## src/hw/rtl/bpts_pkg.sv

```systemverilog
// Shared types, constants and helper functions for the bitmap priority task scheduler.
// No dependencies.

package bpts_pkg;

    localparam int NUM_PRIORITIES = 32;
    localparam int PRIO_W         = $clog2(NUM_PRIORITIES);
    localparam int MASK_W         = 31;
    localparam int CNT_W          = 8;

    localparam logic [PRIO_W-1:0] LAST_PRIO = PRIO_W'(NUM_PRIORITIES - 1);

    localparam logic [1:0] OP_START = 2'd0;
    localparam logic [1:0] OP_DELAY = 2'd1;
    localparam logic [1:0] OP_TICK  = 2'd2;
    localparam logic [1:0] OP_SCHED = 2'd3;

    typedef struct packed {
        logic              start;
        logic [MASK_W-1:0] waiting;
        logic              wr_en;
        logic [PRIO_W-1:0] wr_addr;
        logic [CNT_W-1:0]  wr_data;
    } t_walk_req;

    typedef struct packed {
        logic              done;
        logic [MASK_W-1:0] wake;
    } t_walk_stat;

    // One-hot mask bit for priority p (p >= 1).
    function automatic logic [MASK_W-1:0] prio_bit(input logic [PRIO_W-1:0] p);
        return MASK_W'(1) << (p - PRIO_W'(1));
    endfunction

    // Highest set priority in a ready bitmap, 0 (idle) when empty.
    function automatic logic [PRIO_W-1:0] highest_ready(input logic [MASK_W-1:0] bits);
        logic [PRIO_W-1:0] best;
        best = '0;
        for (int p = 1; p <= MASK_W; p++) begin
            if (bits[p-1]) begin
                best = PRIO_W'(p);
            end
        end
        return best;
    endfunction

endpackage

```

## src/hw/rtl/bpts_if.sv

```systemverilog
// Request and response channel interfaces of the scheduler.
// Depends on bpts_pkg.

interface bpts_req_if import bpts_pkg::*; ();
    logic              valid;
    logic              ready;
    logic [1:0]        opcode;
    logic [PRIO_W-1:0] task_priority;
    logic [CNT_W-1:0]  tick_count;

    modport source (output valid, output opcode, output task_priority, output tick_count,
                    input ready);
    modport sink   (input valid, input opcode, input task_priority, input tick_count,
                    output ready);
endinterface

interface bpts_rsp_if import bpts_pkg::*; ();
    logic              valid;
    logic              ready;
    logic [PRIO_W-1:0] next_task;
    logic              switch_now;
    logic [MASK_W-1:0] ready_mask;
    logic [MASK_W-1:0] waiting_mask;
    logic              bad_request;

    modport source (output valid, output next_task, output switch_now, output ready_mask,
                    output waiting_mask, output bad_request, input ready);
    modport sink   (input valid, input next_task, input switch_now, input ready_mask,
                    input waiting_mask, input bad_request, output ready);
endinterface

```

## src/hw/rtl/bpts_tick_walker.sv

```systemverilog
// Sleep counter memory and the tick sweep that counts waiting tasks down.
// Depends on bpts_pkg.

module bpts_tick_walker import bpts_pkg::*; (
    input  logic       i_clk,
    input  logic       i_rst_n,
    input  t_walk_req  i_req,
    output t_walk_stat o_stat
);

    logic [CNT_W-1:0]  mem [NUM_PRIORITIES];

    logic              r_active;
    logic [PRIO_W-1:0] r_rd_idx;
    logic [CNT_W-1:0]  r_rd_data;
    logic              r_wb_valid;
    logic [PRIO_W-1:0] r_wb_idx;
    logic [MASK_W-1:0] r_wait;
    logic [MASK_W-1:0] r_wake;

    logic              wb_hit;
    logic [CNT_W-1:0]  dec;
    logic [MASK_W-1:0] wake_bit;

    // Write-back stage trails the read by one entry, so the two never meet.
    always_comb begin
        wb_hit   = r_wb_valid && r_wait[r_wb_idx - PRIO_W'(1)];
        dec      = r_rd_data - CNT_W'(1);
        wake_bit = (wb_hit && (dec == '0)) ? prio_bit(r_wb_idx) : '0;
        o_stat.wake = r_wake | wake_bit;
        o_stat.done = r_wb_valid && (r_wb_idx == LAST_PRIO);
    end

    always_ff @(posedge i_clk) begin
        if (!i_rst_n) begin
            r_active   <= 1'b0;
            r_wb_valid <= 1'b0;
            r_rd_idx   <= '0;
            r_wb_idx   <= '0;
        end else begin
            r_wb_valid <= r_active;
            r_wb_idx   <= r_rd_idx;
            if (i_req.start) begin
                r_active <= 1'b1;
                r_rd_idx <= PRIO_W'(1);
            end else if (r_active) begin
                r_rd_idx <= r_rd_idx + PRIO_W'(1);
                if (r_rd_idx == LAST_PRIO) begin
                    r_active <= 1'b0;
                end
            end
        end
    end

    always_ff @(posedge i_clk) begin
        if (i_req.start) begin
            r_wait <= i_req.waiting;
            r_wake <= '0;
        end else if (r_wb_valid) begin
            r_wake <= o_stat.wake;
        end
    end

    always_ff @(posedge i_clk) begin
        if (i_req.wr_en) begin
            mem[i_req.wr_addr] <= i_req.wr_data;
        end else if (wb_hit) begin
            mem[r_wb_idx] <= dec;
        end
        r_rd_data <= mem[r_rd_idx];
    end

endmodule

```

## src/hw/rtl/bitmap_priority_task_scheduler.sv

```systemverilog
// Start, delay and schedule: the response is registered and valid in the cycle after acceptance.
// Tick: the response follows the sweep over the sleep counter memory
// (one read a cycle for entries 1 to NUM_PRIORITIES-1, then the last write-back).
// One transaction at a time; the next is taken in the cycle its response is taken.
// Synchronous active-low reset clears bitmaps, running task and handshake state;
// sleep counters are not cleared and hold garbage until a delay writes them.

module bitmap_priority_task_scheduler import bpts_pkg::*; (
    input  logic       i_clk,
    input  logic       i_rst_n,
    bpts_req_if.sink   i_req,
    bpts_rsp_if.source o_rsp
);

    localparam logic S_IDLE = 1'b0;
    localparam logic S_TICK = 1'b1;

    logic              r_state,    n_state;
    logic [MASK_W-1:0] r_ready,    n_ready;
    logic [MASK_W-1:0] r_waiting,  n_waiting;
    logic [PRIO_W-1:0] r_run_task, n_run_task;
    logic              r_run_valid, n_run_valid;

    logic              r_out_valid, n_out_valid;
    logic [PRIO_W-1:0] r_out_task;
    logic              r_out_sw;
    logic [MASK_W-1:0] r_out_ready;
    logic [MASK_W-1:0] r_out_waiting;
    logic              r_out_bad;

    logic              accept;
    logic              load;
    logic              res_sw;
    logic              res_bad;
    logic              prio_ok;
    logic [MASK_W-1:0] dly_ready;
    logic [PRIO_W-1:0] best;

    t_walk_req         walk_req;
    t_walk_stat        walk_stat;

    assign i_req.ready = (r_state == S_IDLE) && (!r_out_valid || o_rsp.ready);
    assign accept      = i_req.valid && i_req.ready;

    assign prio_ok = (i_req.task_priority != '0)
                  && ({1'b0, i_req.task_priority} < (PRIO_W + 1)'(NUM_PRIORITIES));

    always_comb begin
        n_state     = r_state;
        n_ready     = r_ready;
        n_waiting   = r_waiting;
        n_run_task  = r_run_task;
        n_run_valid = r_run_valid;
        load        = 1'b0;
        res_sw      = 1'b0;
        res_bad     = 1'b0;
        dly_ready   = r_ready & ~prio_bit(r_run_task);
        best        = '0;

        walk_req.start   = 1'b0;
        walk_req.waiting = r_waiting;
        walk_req.wr_en   = 1'b0;
        walk_req.wr_addr = r_run_task;
        walk_req.wr_data = i_req.tick_count;

        if (accept) begin
            unique case (i_req.opcode)
                OP_START: begin
                    load = 1'b1;
                    if (prio_ok) begin
                        n_ready = r_ready | prio_bit(i_req.task_priority);
                    end
                end
                OP_DELAY: begin
                    load = 1'b1;
                    if (!r_run_valid || (r_run_task == '0)) begin
                        res_bad = 1'b1;
                    end else begin
                        // Sleep the running task, then pick again from what stays ready.
                        walk_req.wr_en = 1'b1;
                        best           = highest_ready(dly_ready);
                        n_ready        = dly_ready;
                        n_waiting      = r_waiting | prio_bit(r_run_task);
                        n_run_task     = best;
                        res_sw         = (best != r_run_task);
                    end
                end
                OP_TICK: begin
                    walk_req.start = 1'b1;
                    n_state        = S_TICK;
                end
                OP_SCHED: begin
                    load        = 1'b1;
                    best        = highest_ready(r_ready);
                    res_sw      = !r_run_valid || (best != r_run_task);
                    n_run_task  = best;
                    n_run_valid = 1'b1;
                end
                default: begin
                    load = 1'b0;
                end
            endcase
        end else if ((r_state == S_TICK) && walk_stat.done) begin
            load      = 1'b1;
            n_state   = S_IDLE;
            n_ready   = r_ready | walk_stat.wake;
            n_waiting = r_waiting & ~walk_stat.wake;
        end

        if (load) begin
            n_out_valid = 1'b1;
        end else if (o_rsp.ready) begin
            n_out_valid = 1'b0;
        end else begin
            n_out_valid = r_out_valid;
        end
    end

    always_ff @(posedge i_clk) begin
        if (!i_rst_n) begin
            r_state     <= S_IDLE;
            r_ready     <= '0;
            r_waiting   <= '0;
            r_run_task  <= '0;
            r_run_valid <= 1'b0;
            r_out_valid <= 1'b0;
        end else begin
            r_state     <= n_state;
            r_ready     <= n_ready;
            r_waiting   <= n_waiting;
            r_run_task  <= n_run_task;
            r_run_valid <= n_run_valid;
            r_out_valid <= n_out_valid;
        end
    end

    always_ff @(posedge i_clk) begin
        if (load) begin
            r_out_task    <= n_run_task;
            r_out_sw      <= res_sw;
            r_out_ready   <= n_ready;
            r_out_waiting <= n_waiting;
            r_out_bad     <= res_bad;
        end
    end

    bpts_tick_walker u_tick_walker (
        .i_clk  (i_clk),
        .i_rst_n(i_rst_n),
        .i_req  (walk_req),
        .o_stat (walk_stat)
    );

    assign o_rsp.valid        = r_out_valid;
    assign o_rsp.next_task    = r_out_task;
    assign o_rsp.switch_now   = r_out_sw;
    assign o_rsp.ready_mask   = r_out_ready;
    assign o_rsp.waiting_mask = r_out_waiting;
    assign o_rsp.bad_request  = r_out_bad;

endmodule

```

## src/flat_wrapper.sv

```systemverilog
// flat-port wrapper written by rule: the top's interface ports become plain ports
module bitmap_priority_task_scheduler_flat import bpts_pkg::*;
  (i_clk, i_rst_n, i_req_valid, i_req_opcode, i_req_task_priority, i_req_tick_count, i_req_ready, o_rsp_valid, o_rsp_next_task, o_rsp_switch_now, o_rsp_ready_mask, o_rsp_waiting_mask, o_rsp_bad_request, o_rsp_ready);
  bpts_req_if i_req_i ();
  bpts_rsp_if o_rsp_i ();
  input  logic i_clk;
  input  logic i_rst_n;
  input wire logic [$bits(i_req_i.valid)-1:0] i_req_valid;
  input wire logic [$bits(i_req_i.opcode)-1:0] i_req_opcode;
  input wire logic [$bits(i_req_i.task_priority)-1:0] i_req_task_priority;
  input wire logic [$bits(i_req_i.tick_count)-1:0] i_req_tick_count;
  output wire logic [$bits(i_req_i.ready)-1:0] i_req_ready;
  output wire logic [$bits(o_rsp_i.valid)-1:0] o_rsp_valid;
  output wire logic [$bits(o_rsp_i.next_task)-1:0] o_rsp_next_task;
  output wire logic [$bits(o_rsp_i.switch_now)-1:0] o_rsp_switch_now;
  output wire logic [$bits(o_rsp_i.ready_mask)-1:0] o_rsp_ready_mask;
  output wire logic [$bits(o_rsp_i.waiting_mask)-1:0] o_rsp_waiting_mask;
  output wire logic [$bits(o_rsp_i.bad_request)-1:0] o_rsp_bad_request;
  input wire logic [$bits(o_rsp_i.ready)-1:0] o_rsp_ready;
  assign i_req_i.valid = i_req_valid;
  assign i_req_i.opcode = i_req_opcode;
  assign i_req_i.task_priority = i_req_task_priority;
  assign i_req_i.tick_count = i_req_tick_count;
  assign i_req_ready = i_req_i.ready;
  assign o_rsp_valid = o_rsp_i.valid;
  assign o_rsp_next_task = o_rsp_i.next_task;
  assign o_rsp_switch_now = o_rsp_i.switch_now;
  assign o_rsp_ready_mask = o_rsp_i.ready_mask;
  assign o_rsp_waiting_mask = o_rsp_i.waiting_mask;
  assign o_rsp_bad_request = o_rsp_i.bad_request;
  assign o_rsp_i.ready = o_rsp_ready;
  bitmap_priority_task_scheduler u_core (.i_clk(i_clk), .i_rst_n(i_rst_n), .i_req(i_req_i), .o_rsp(o_rsp_i));
endmodule
```

## config.mk

```make
export PLATFORM = sky130hd
export DESIGN_NAME = bitmap_priority_task_scheduler_flat
export DESIGN_NICKNAME = d
export VERILOG_FILES = /design/src/hw/rtl/bpts_pkg.sv /design/src/hw/rtl/bpts_if.sv /design/src/hw/rtl/bpts_tick_walker.sv /design/src/hw/rtl/bitmap_priority_task_scheduler.sv /design/src/flat_wrapper.sv
export SDC_FILE = /design/constraint.sdc
export NUM_CORES = 1
export LEC_CHECK = 0
export BUFFER_PORTS_ARGS = -buffer_cell sky130_fd_sc_hd__buf_4
export CAP_MARGIN = 10
export CORE_AREA = 5 5 250 374
export DETAILED_ROUTE_END_ITERATION = 10
export DIE_AREA = 0 0 255 379
export PLACE_DENSITY_LB_ADDON = 0.05
export SLEW_MARGIN = 20
export SYNTH_ARGS = -nofsm -noshare
export SYNTH_HDL_FRONTEND = slang
export SYNTH_HIERARCHICAL = 1
export SYNTH_SLANG_ARGS = --single-unit
```

## constraint.sdc

```tcl
create_clock -name i_clk -period 13.2 [get_ports i_clk]
set_clock_uncertainty 0.1 [all_clocks]
set_input_delay 0 -clock i_clk [delete_from_list [all_inputs] [get_ports i_clk]]
set_output_delay 0 -clock i_clk [all_outputs]
set_load 0.05 [all_outputs]
```

==> flow_metrics.tcl, run 1 <==
set metrics [dict create \
    status "finished clean" \
    die-area_sq_um 96650 \
    setup_tns_ps 0 \
    wl_met3_microns 2598 \
    synth_cell_type_count 87 \
    area_growth_syn_to_layout_pct 19.44 \
    cts_tree "yes" \
    syn_inst 1441 \
    coreArea_sq_um 89860 \
    wl_met1_microns 27930 \
    combinationalPowerShare_pct 8.0 \
    placementRows 135 \
    endpoint_kind "register" \
    clk_pin_slew_ps 70 \
    mostFrequentLayoutCell "edfxtp_1" \
    avgSynthCellArea_sq_um 14.18 \
    wl_per_cell_microns 26.83 \
    r2r-end "u_core/u_tick_walker/mem[25][2]" \
    path_class "register to register" \
    root_buffer "clkbuf_16" \
    path_cells "nor3_1 > a21oi_1 > nand3_1 > inv_1 > nand2b_1 > nor2_1 > a22oi_4 > buf_4 > mux2i_4" \
    fp.dieH_microns 379 \
    min_period_ps 5045 \
    dp_hpwl_microns 53700 \
    dr.pass1.iters 6 \
    cts.sinks 477 \
    cts-htree-levels 2 \
    grt_max_degree 80 \
    cp_num_cells 9 \
    io_pins 90 \
    hp-class "input pin to register" \
    rr_worst_depth 9 \
    syn_area_sq_um 20430 \
    critPathBufInv 2 \
    cp_top_family "buffers and inverters" \
    gp_congestion 0.8895 \
    final_layout_size_suffix_gt1_share_pct 22.06 \
    rsz0062_at_grt "no" \
    yosys.area.top_type_share_pct 52.33 \
    synth_top_area_cell "edfxtp_1" \
    required_ps 13350 \
    async_reset_ff_share_pct 0 \
    reg2reg_from "u_core/r_run_task[2]" \
    p_seq_share_pct 49.9 \
    final_antenna_net_count 0 \
    switchingPower_uw 811.7 \
    maxCapViolCount 0 \
    drt_iter0_drc 951 \
    yosys_warnings 6 \
    worst_slew_pin_slew_ps 1088 \
    post-route-period-util_pct 38.22 \
    final-max-slew-violation-count 0 \
    num_vias 13170 \
    numCtsBuffers 52 \
    grt_usage_pct 15.12 \
    numPortBuffers 89 \
    vdd_ir_drop_max_mv 0.08354 \
    clk_path_buf_depth 3 \
    synth-seq-area-share_pct 64.18 \
    clkPwrFrac_pct 42.1 \
    synth_edf_count 356 \
    synthFlopType "edfxtp_1" \
    crit_path_max_incr_delay_ps 1000 \
    finalNetCount 1604 \
    start_util_pct 22.73 \
    wl_met2_microns 41400 \
    cts_resized 0 \
    finalSetupViolCount 0 \
    place_area_sq_um 22670 \
    cp-start-kind "register" \
    viasPerCell 4.734 \
    hp-start "i_req_tick_count[5]" \
    clock_latency_ps 600 \
    relSlewSlack_pct 27.33 \
    p_sw_share_pct 24.44 \
    die_x_microns 255 \
    whs_path_depth 3 \
    synth_area_leaders "edfxtp_1 (52%), dfxtp_1 (12%), mux4_2 (9.6%)" \
    wl_microns 74670 \
    crit_slowest_cell "dfxtp_1" \
    grt_pass1_wl_microns 105000 \
    hold_ws_ps 28.37 \
    hold_viol 0 \
    grt_pass1_vias 13700 \
    top_layer "met4" \
    grt_overflow 0 \
    postSynthNetCount 1469 \
    holdPathEnd "u_core/u_tick_walker/mem[0][5]" \
    fmax_mhz 198.2 \
    drc 0 \
    r2r_slack_ps 8150 \
    cp.arrival_ps 5190 \
    internal_power_uw 2509 \
    final_cell_mix "edfxtp_1 (356), buf_4 (143), dfxtp_1 (119), nand2_1 (109), mux4_2 (87)" \
    synth-seq-cells 477 \
    p_leak_uw 0.007894 \
    grt_antenna_before_repair 1 \
    design_area_sq_um 24400 \
    power_density_nw_per_um2 136.1 \
    crit_fanout 32 \
]
==> Yosys cell counts (all sizes together), types with 13 or more instances <==
master  count
a21oi      29
a22o       16
a31oi      13
and2       79
buf        35
clkbuf     41
dfxtp     121
edfxtp    356
inv        54
mux2       14
mux4       87
nand2     109
nand3      23
nand3b     14
nor2       48
nor3       23
o21a       13
o21ai      96
o22ai      43
o32ai      35
==> power groups by stage <==
stage               sequential, uW  clock (uW)  combinational (uW)
floorplan                     1720           0                 130
global placement              1690           0                 268
detailed placement            1690           0                 267
CTS                           1660        1470                 271
global route                  1660        1520                 280
finish                        1660        1400                 265
==> repair_timing <==
item,4_1_cts,5_1_grt
buffers inserted,0,0
hold endpoints to repair,97,0
hold buffers,14,0
==> state kept, by name (all words and copies together), names as in the netlist, 5 cells and up <==
signal,count
u_core/r_waiting,31
u_core/o_rsp.ready_mask,31
u_core/r_ready,31
u_core/u_tick_walker/r_rd_idx,5
u_core/r_run_task,5
u_core/u_tick_walker/mem,256
u_core/o_rsp.next_task,5
u_core/u_tick_walker/r_wait,31
u_core/o_rsp.waiting_mask,31
u_core/u_tick_walker/r_wb_idx,5
u_core/u_tick_walker/r_rd_data,8
u_core/u_tick_walker/r_wake,31
==> worst max path at each step <==
stage,start,to
after floorplan,u_core/o_rsp.valid,u_core/o_rsp.bad_request
after global placement,u_core/r_run_task[2],u_core/u_tick_walker/mem[0][6]
after detailed placement,u_core/r_run_task[2],u_core/u_tick_walker/mem[0][6]
after CTS,u_core/r_run_task[2],u_core/u_tick_walker/mem[31][6]
after global routing,u_core/r_run_task[2],u_core/u_tick_walker/mem[27][2]
final,u_core/r_run_task[2],u_core/u_tick_walker/mem[25][2]
==> stage by stage <==
stage	total power (uW)	utilization (%)	std cells	worst slack [ps]
final	3321	27.15	2783	8155
after detailed placement	1956	25.22	2672	8065
after floorplan	1851	-	1441	5718
after global placement	1957	25.18	2670	8319
after global routing	3455	27.15	2782	7779
after CTS	3394	27.15	2782	8018
==> cell families after synthesis <==
family | Yosys count | share of synthesized area (%)
xor+xnor | 16 | 0.7594
flops | 477 | 64.18
simple gates | 382 | 10.14
fa+ha+maj | 9 | 0.5512
buf+inv | 130 | 2.774
compound gates | 320 | 10.94
mux | 107 | 10.66
==> metal layers <==
layer,global-route usage [%],vias up
met2,29.25,374
met3,2.022,115
met5,0,-
li1,-,5922
met4,5.142,0
met1,16.76,6763
==> worst reg2reg max path, cell delays in order (launching register included) <==
cell	delay [ps]
dfxtp_1	1000
nor3_1	160
a21oi_1	300
nand3_1	440
inv_1	780
nand2b_1	260
nor2_1	80
a22oi_4	210
buf_4	390
mux2i_4	960
==> final cells by class <==
cell class	instances	area, sq um
Sequential cell	477	13120
Tap cell	1164	1456
Clock inverter	29	224.0
Timing Repair Buffer	157	1214
Antenna cell	1	2.502
Clock buffer	67	1368
Multi-Input combinational cell	834	6814
Inverter	54	202.7
Fill cell	9299	65460
(Power assumes the default switching activity.)
==> run 2: changes to the inputs <==
clock period = 4.8 ns   (was 13.2 ns; I/O delays follow)
==> flow_metrics.tcl, run 2 (synthesized netlist as in run 1, its figures left out) <==
set metrics [dict create \
    p_sw_share_pct 24.29 \
    grt_overflow 0 \
    finalNetCount 1622 \
    final_cell_mix "edfxtp_1 (356), buf_4 (158), dfxtp_1 (119), nand2_1 (109), mux4_2 (87)" \
    final-max-slew-violation-count 0 \
    root_buffer "clkbuf_16" \
    die_x_microns 255 \
    combinationalPowerShare_pct 8.2 \
    fin_cells 2804 \
    crit_path_max_incr_delay_ps 600 \
    switchingPower_uw 2256 \
    worst_slew_pin_slew_ps 1045 \
    numPortBuffers 89 \
    wl_per_cell_microns 27.40 \
    cts_resized 0 \
    hold_ws_ps 35.02 \
    p_leak_uw 0.008022 \
    io_pins 90 \
    fill_cells 9250 \
    fp.dieH_microns 379 \
    place_inst 2690 \
    area_growth_syn_to_layout_pct 20.61 \
    internal_power_uw 7029 \
    placementRows 135 \
    relSlewSlack_pct 28.83 \
    setup_ws_ps 429.4 \
    utilization_pct 27.42 \
    grt_usage_pct 15.73 \
    dr.pass1.iters 5 \
    clk_path_buf_depth 3 \
    post-route-period-util_pct 91.05 \
    gp_congestion 0.9012 \
    maxCapViolCount 0 \
    place_ws_ps 483.9 \
    cp.arrival_ps 4760 \
    grt_max_degree 80 \
    seq_area_sq_um 13120 \
    endpoint_kind "register" \
    viasPerCell 4.725 \
    clock_latency_ps 600 \
    grt_pass1_vias 14020 \
    crit_fanout 16 \
    largest-register "u_core/u_tick_walker/mem" \
    drc 0 \
    cts.sinks 477 \
    required_ps 5190 \
    final_layout_size_suffix_gt1_share_pct 23.04 \
    dp_hpwl_microns 57100 \
    grt_antenna_before_repair 0 \
    crit_slowest_cell "o21ai_2" \
    fmax_mhz 228.8 \
    die-area_sq_um 96650 \
    p_seq_share_pct 49.0 \
    hp-class "input pin to register" \
    vdd_ir_drop_max_mv 0.2352 \
    num_vias 13250 \
    final_antenna_net_count 0 \
    numCtsBuffers 52 \
    cts-htree-levels 2 \
    clk_pin_slew_ps 60 \
    min_period_ps 4371 \
    drt_iter0_drc 901 \
    path_class "register to register" \
    coreArea_sq_um 89860 \
    wl_microns 76830 \
    rsz0062_at_grt "no" \
    status "finished clean" \
    mostFrequentLayoutCell "edfxtp_1" \
    start_util_pct 22.73 \
    cts_tree "yes" \
    finalSetupViolCount 0 \
    hold_viol 0 \
    clkPwrFrac_pct 42.8 \
    grt_pass1_wl_microns 108800 \
    power_density_nw_per_um2 376.8 \
    multi_input_area_sq_um 6793 \
    setup_tns_ps 0 \
    largest_reg_flops 256 \
    path_cells "inv_1 > ha_1 > xor2_2 > mux4_2 > a221oi_2 > nor3_4 > o21ai_2 > o21ai_0 > nand2_1 > o311ai_0 > dlygate4sd3_1 > and2_1" \
    cp-start-kind "register" \
]
[run 2: critical path, delay by kind of cell (launching register included)]
kind | cells | cell delay, ps
simple gates | 3 | 430
fa+ha+maj | 1 | 290
buf+inv | 2 | 750
xor+xnor | 1 | 410
flops | 1 | 500
compound gates | 4 | 1390
mux | 1 | 380
[run 2: power by group through the flow]
stage                     registers, uW  logic, uW  clock network [uW]
after CTS                          4560        776                4130
after floorplan                    4730        357                   0
after global routing               4560        807                4290
after detailed placement           4640        767                   0
final                              4550        761                3970
after global placement             4650        768                   0
[run 2: what timing repair did]
action	CTS	global route
hold endpoints to repair	95	0
setup buffers	0	0
hold buffers	14	0
[run 2: path summary, 6_finish.rpt]
path                               startpoint                         endpoint  slack (ps)  cells after the start
max          u_core/u_tick_walker/r_wb_idx[1]                u_core/r_ready[1]         430                     12
min                       i_req_tick_count[4]  u_core/u_tick_walker/mem[19][4]          40                      3
max reg2reg  u_core/u_tick_walker/r_wb_idx[1]                u_core/r_ready[1]         430                     12
min reg2reg              u_core/r_waiting[13]  u_core/u_tick_walker/r_wait[13]         340                      0
[run 2: per-stage QoR]
stage               total power, uW  area (sq um)
floorplan                      5084         20430
global placement               5416         22820
detailed placement             5411         22820
CTS                            9469         24630
global route                   9654         24630
finish                         9285         24640
[run 2: per-layer routing]
metal | global-route usage (%) | part of all wire [%]
met3 | 1.967 | 3.4
met5 | 0 | 0
met4 | 7.440 | 5.5
met1 | 16.90 | 36
met2 | 30.14 | 55
[run 2: layout make-up]
| cell class | instances | area share (%) |
|---|---|---|
| sequential | 477 | 53.24 |
| multi-input combinational | 834 | 27.57 |
| tap | 1164 | 5.910 |
| clock buffer | 69 | 5.743 |
| timing repair buffer | 175 | 5.626 |
| clock inverter | 27 | 1.046 |
| inverter | 54 | 0.8226 |
| antenna | 4 | 0.04062 |
==> run 3: changes to the inputs <==
MAX_ROUTING_LAYER = met4   (was unset)
==> flow_metrics.tcl, run 3 (synthesized netlist as in run 1, its figures left out) <==
set metrics [dict create \
    final-max-slew-violation-count 0 \
    grt_pass1_vias 14090 \
    area_growth_syn_to_layout_pct 20.73 \
    clock_latency_ps 610 \
    dr.pass1.iters 5 \
    cts-htree-levels 2 \
    status "finished clean" \
    rr_worst_depth 12 \
    mostFrequentLayoutCell "edfxtp_1" \
    fill_cells 9277 \
    grt_antenna_before_repair 1 \
    io_pins 90 \
    final_layout_size_suffix_gt1_share_pct 23.36 \
    rsz0062_at_grt "no" \
    post-route-period-util_pct 88.69 \
    grt_pass1_wl_microns 108400 \
    root_buffer "clkbuf_16" \
    required_ps 5200 \
    numPortBuffers 89 \
    die_x_microns 255 \
    wl_per_cell_microns 27.57 \
    die-area_sq_um 96650 \
    largest-register "u_core/u_tick_walker/mem" \
    grt_usage_pct 16.14 \
    setup_tns_ps 0 \
    fmax_mhz 234.9 \
    holdPathEnd "u_core/u_tick_walker/mem[18][2]" \
    path_class "register to register" \
    final_antenna_net_count 0 \
    reg2reg_from "u_core/u_tick_walker/r_wb_idx[1]" \
    clk_pin_slew_ps 70 \
    relSlewSlack_pct 31.16 \
    cp-start-kind "register" \
    whs_path_depth 3 \
    numCtsBuffers 51 \
    clk_path_buf_depth 3 \
    hold_ws_ps 29.53 \
    hold_viol 0 \
    design_area_sq_um 24660 \
    vdd_ir_drop_max_mv 0.2575 \
    placementRows 135 \
    min_period_ps 4257 \
    num_vias 13260 \
    maxCapViolCount 0 \
    finalNetCount 1621 \
    grt_max_degree 80 \
    drc 0 \
    finalSetupViolCount 0 \
    dp_hpwl_microns 57290 \
    cp.arrival_ps 4660 \
    fp.dieH_microns 379 \
    r2r_slack_ps 540 \
    final_cell_mix "edfxtp_1 (356), buf_4 (158), dfxtp_1 (119), nand2_1 (109), mux4_2 (87)" \
    cts_tree "yes" \
    viasPerCell 4.736 \
    p_leak_uw 0.008065 \
    antenna_cells 0 \
    gp_congestion 0.9346 \
    hp-class "input pin to register" \
    cts_resized 0 \
    start_util_pct 22.73 \
    grt_overflow 0 \
    drt_iter0_drc 817 \
    place_area_sq_um 22800 \
    endpoint_kind "register" \
    largest_reg_flops 256 \
    wl_microns 77180 \
    crit_fanout 16 \
    worst_slew_pin_slew_ps 1011 \
    coreArea_sq_um 89860 \
    power_density_nw_per_um2 380.3 \
    r2r-end "u_core/r_ready[1]" \
    cts.sinks 477 \
    hp-start "i_req_tick_count[2]" \
]
## run 3: what timing repair did
action / 4_1_cts / 5_1_grt
buffers inserted: 0 / 0
endpoints found under the hold margin: 87 / 16
hold buffers: 13 / 1
## run 3: how the worst max path moves through the flow
| stage | startpoint | end | slack (ps) | depth (start not counted) |
|---|---|---|---|---|
| finish | u_core/u_tick_walker/r_wb_idx[1] | u_core/r_ready[1] | 540 | 12 |
| global route | u_core/u_tick_walker/r_wb_idx[1] | u_core/r_ready[1] | 220 | 12 |
| CTS | u_core/u_tick_walker/r_wb_idx[1] | u_core/r_ready[1] | 520 | 12 |
| detailed placement | u_core/u_tick_walker/r_wb_idx[1] | u_core/u_tick_walker/mem[27][3] | 570 | 8 |
| global placement | u_core/u_tick_walker/r_wb_idx[1] | u_core/u_tick_walker/mem[27][3] | 710 | 8 |
| floorplan | u_core/o_rsp.valid | u_core/o_rsp.bad_request | 530 | 5 |
## run 3: stage by stage
step	power, uW	worst slack, ps	util, %	cells
2_1_floorplan	5084	533.3	-	1441
3_3_place_gp	5410	708.0	25.37	2689
3_5_place_dp	5407	570.9	25.37	2689
4_1_cts	9572	523.9	27.42	2797
5_1_grt	9727	224.6	27.45	2799
6_report	9381	542.9	27.45	2799
## run 3: cell type report
| class | instances | area [sq um] | share of cell area [%] |
|---|---|---|---|
| Sequential cell | 477 | 13120 | 53.19 |
| Multi-Input combinational cell | 834 | 6793 | 27.54 |
| Clock buffer | 69 | 1456 | 5.905 |
| Tap cell | 1164 | 1456 | 5.905 |
| Timing Repair Buffer | 175 | 1381 | 5.600 |
| Clock inverter | 26 | 255.2 | 1.035 |
| Inverter | 54 | 202.7 | 0.8218 |
## run 3: power breakdown
part	total (uW)	internal, uW	switching, uW
sequential	4540	4490	53.3
clock	4070	2350	1720
combinational	766	249	517
total	9380	7090	2290
## run 3: critical path, stage by stage, from the launching register on
cell,delay [ps]
dfxtp_1,520
inv_1,160
ha_1,290
xor2_2,380
mux4_2,380
a221oi_2,380
nor3_4,130
o21ai_2,570
o21ai_0,190
nand2_1,150
o311ai_0,140
dlygate4sd3_1,610
and2_1,160
## run 3: routing by layer
metal,global-route usage (%),share of wire [%],wire length [microns]
met4,7.279,5.4,4135
met2,30.55,56,42930
met5,-,0,0
met1,16.47,36,27560
met3,1.994,3.3,2554
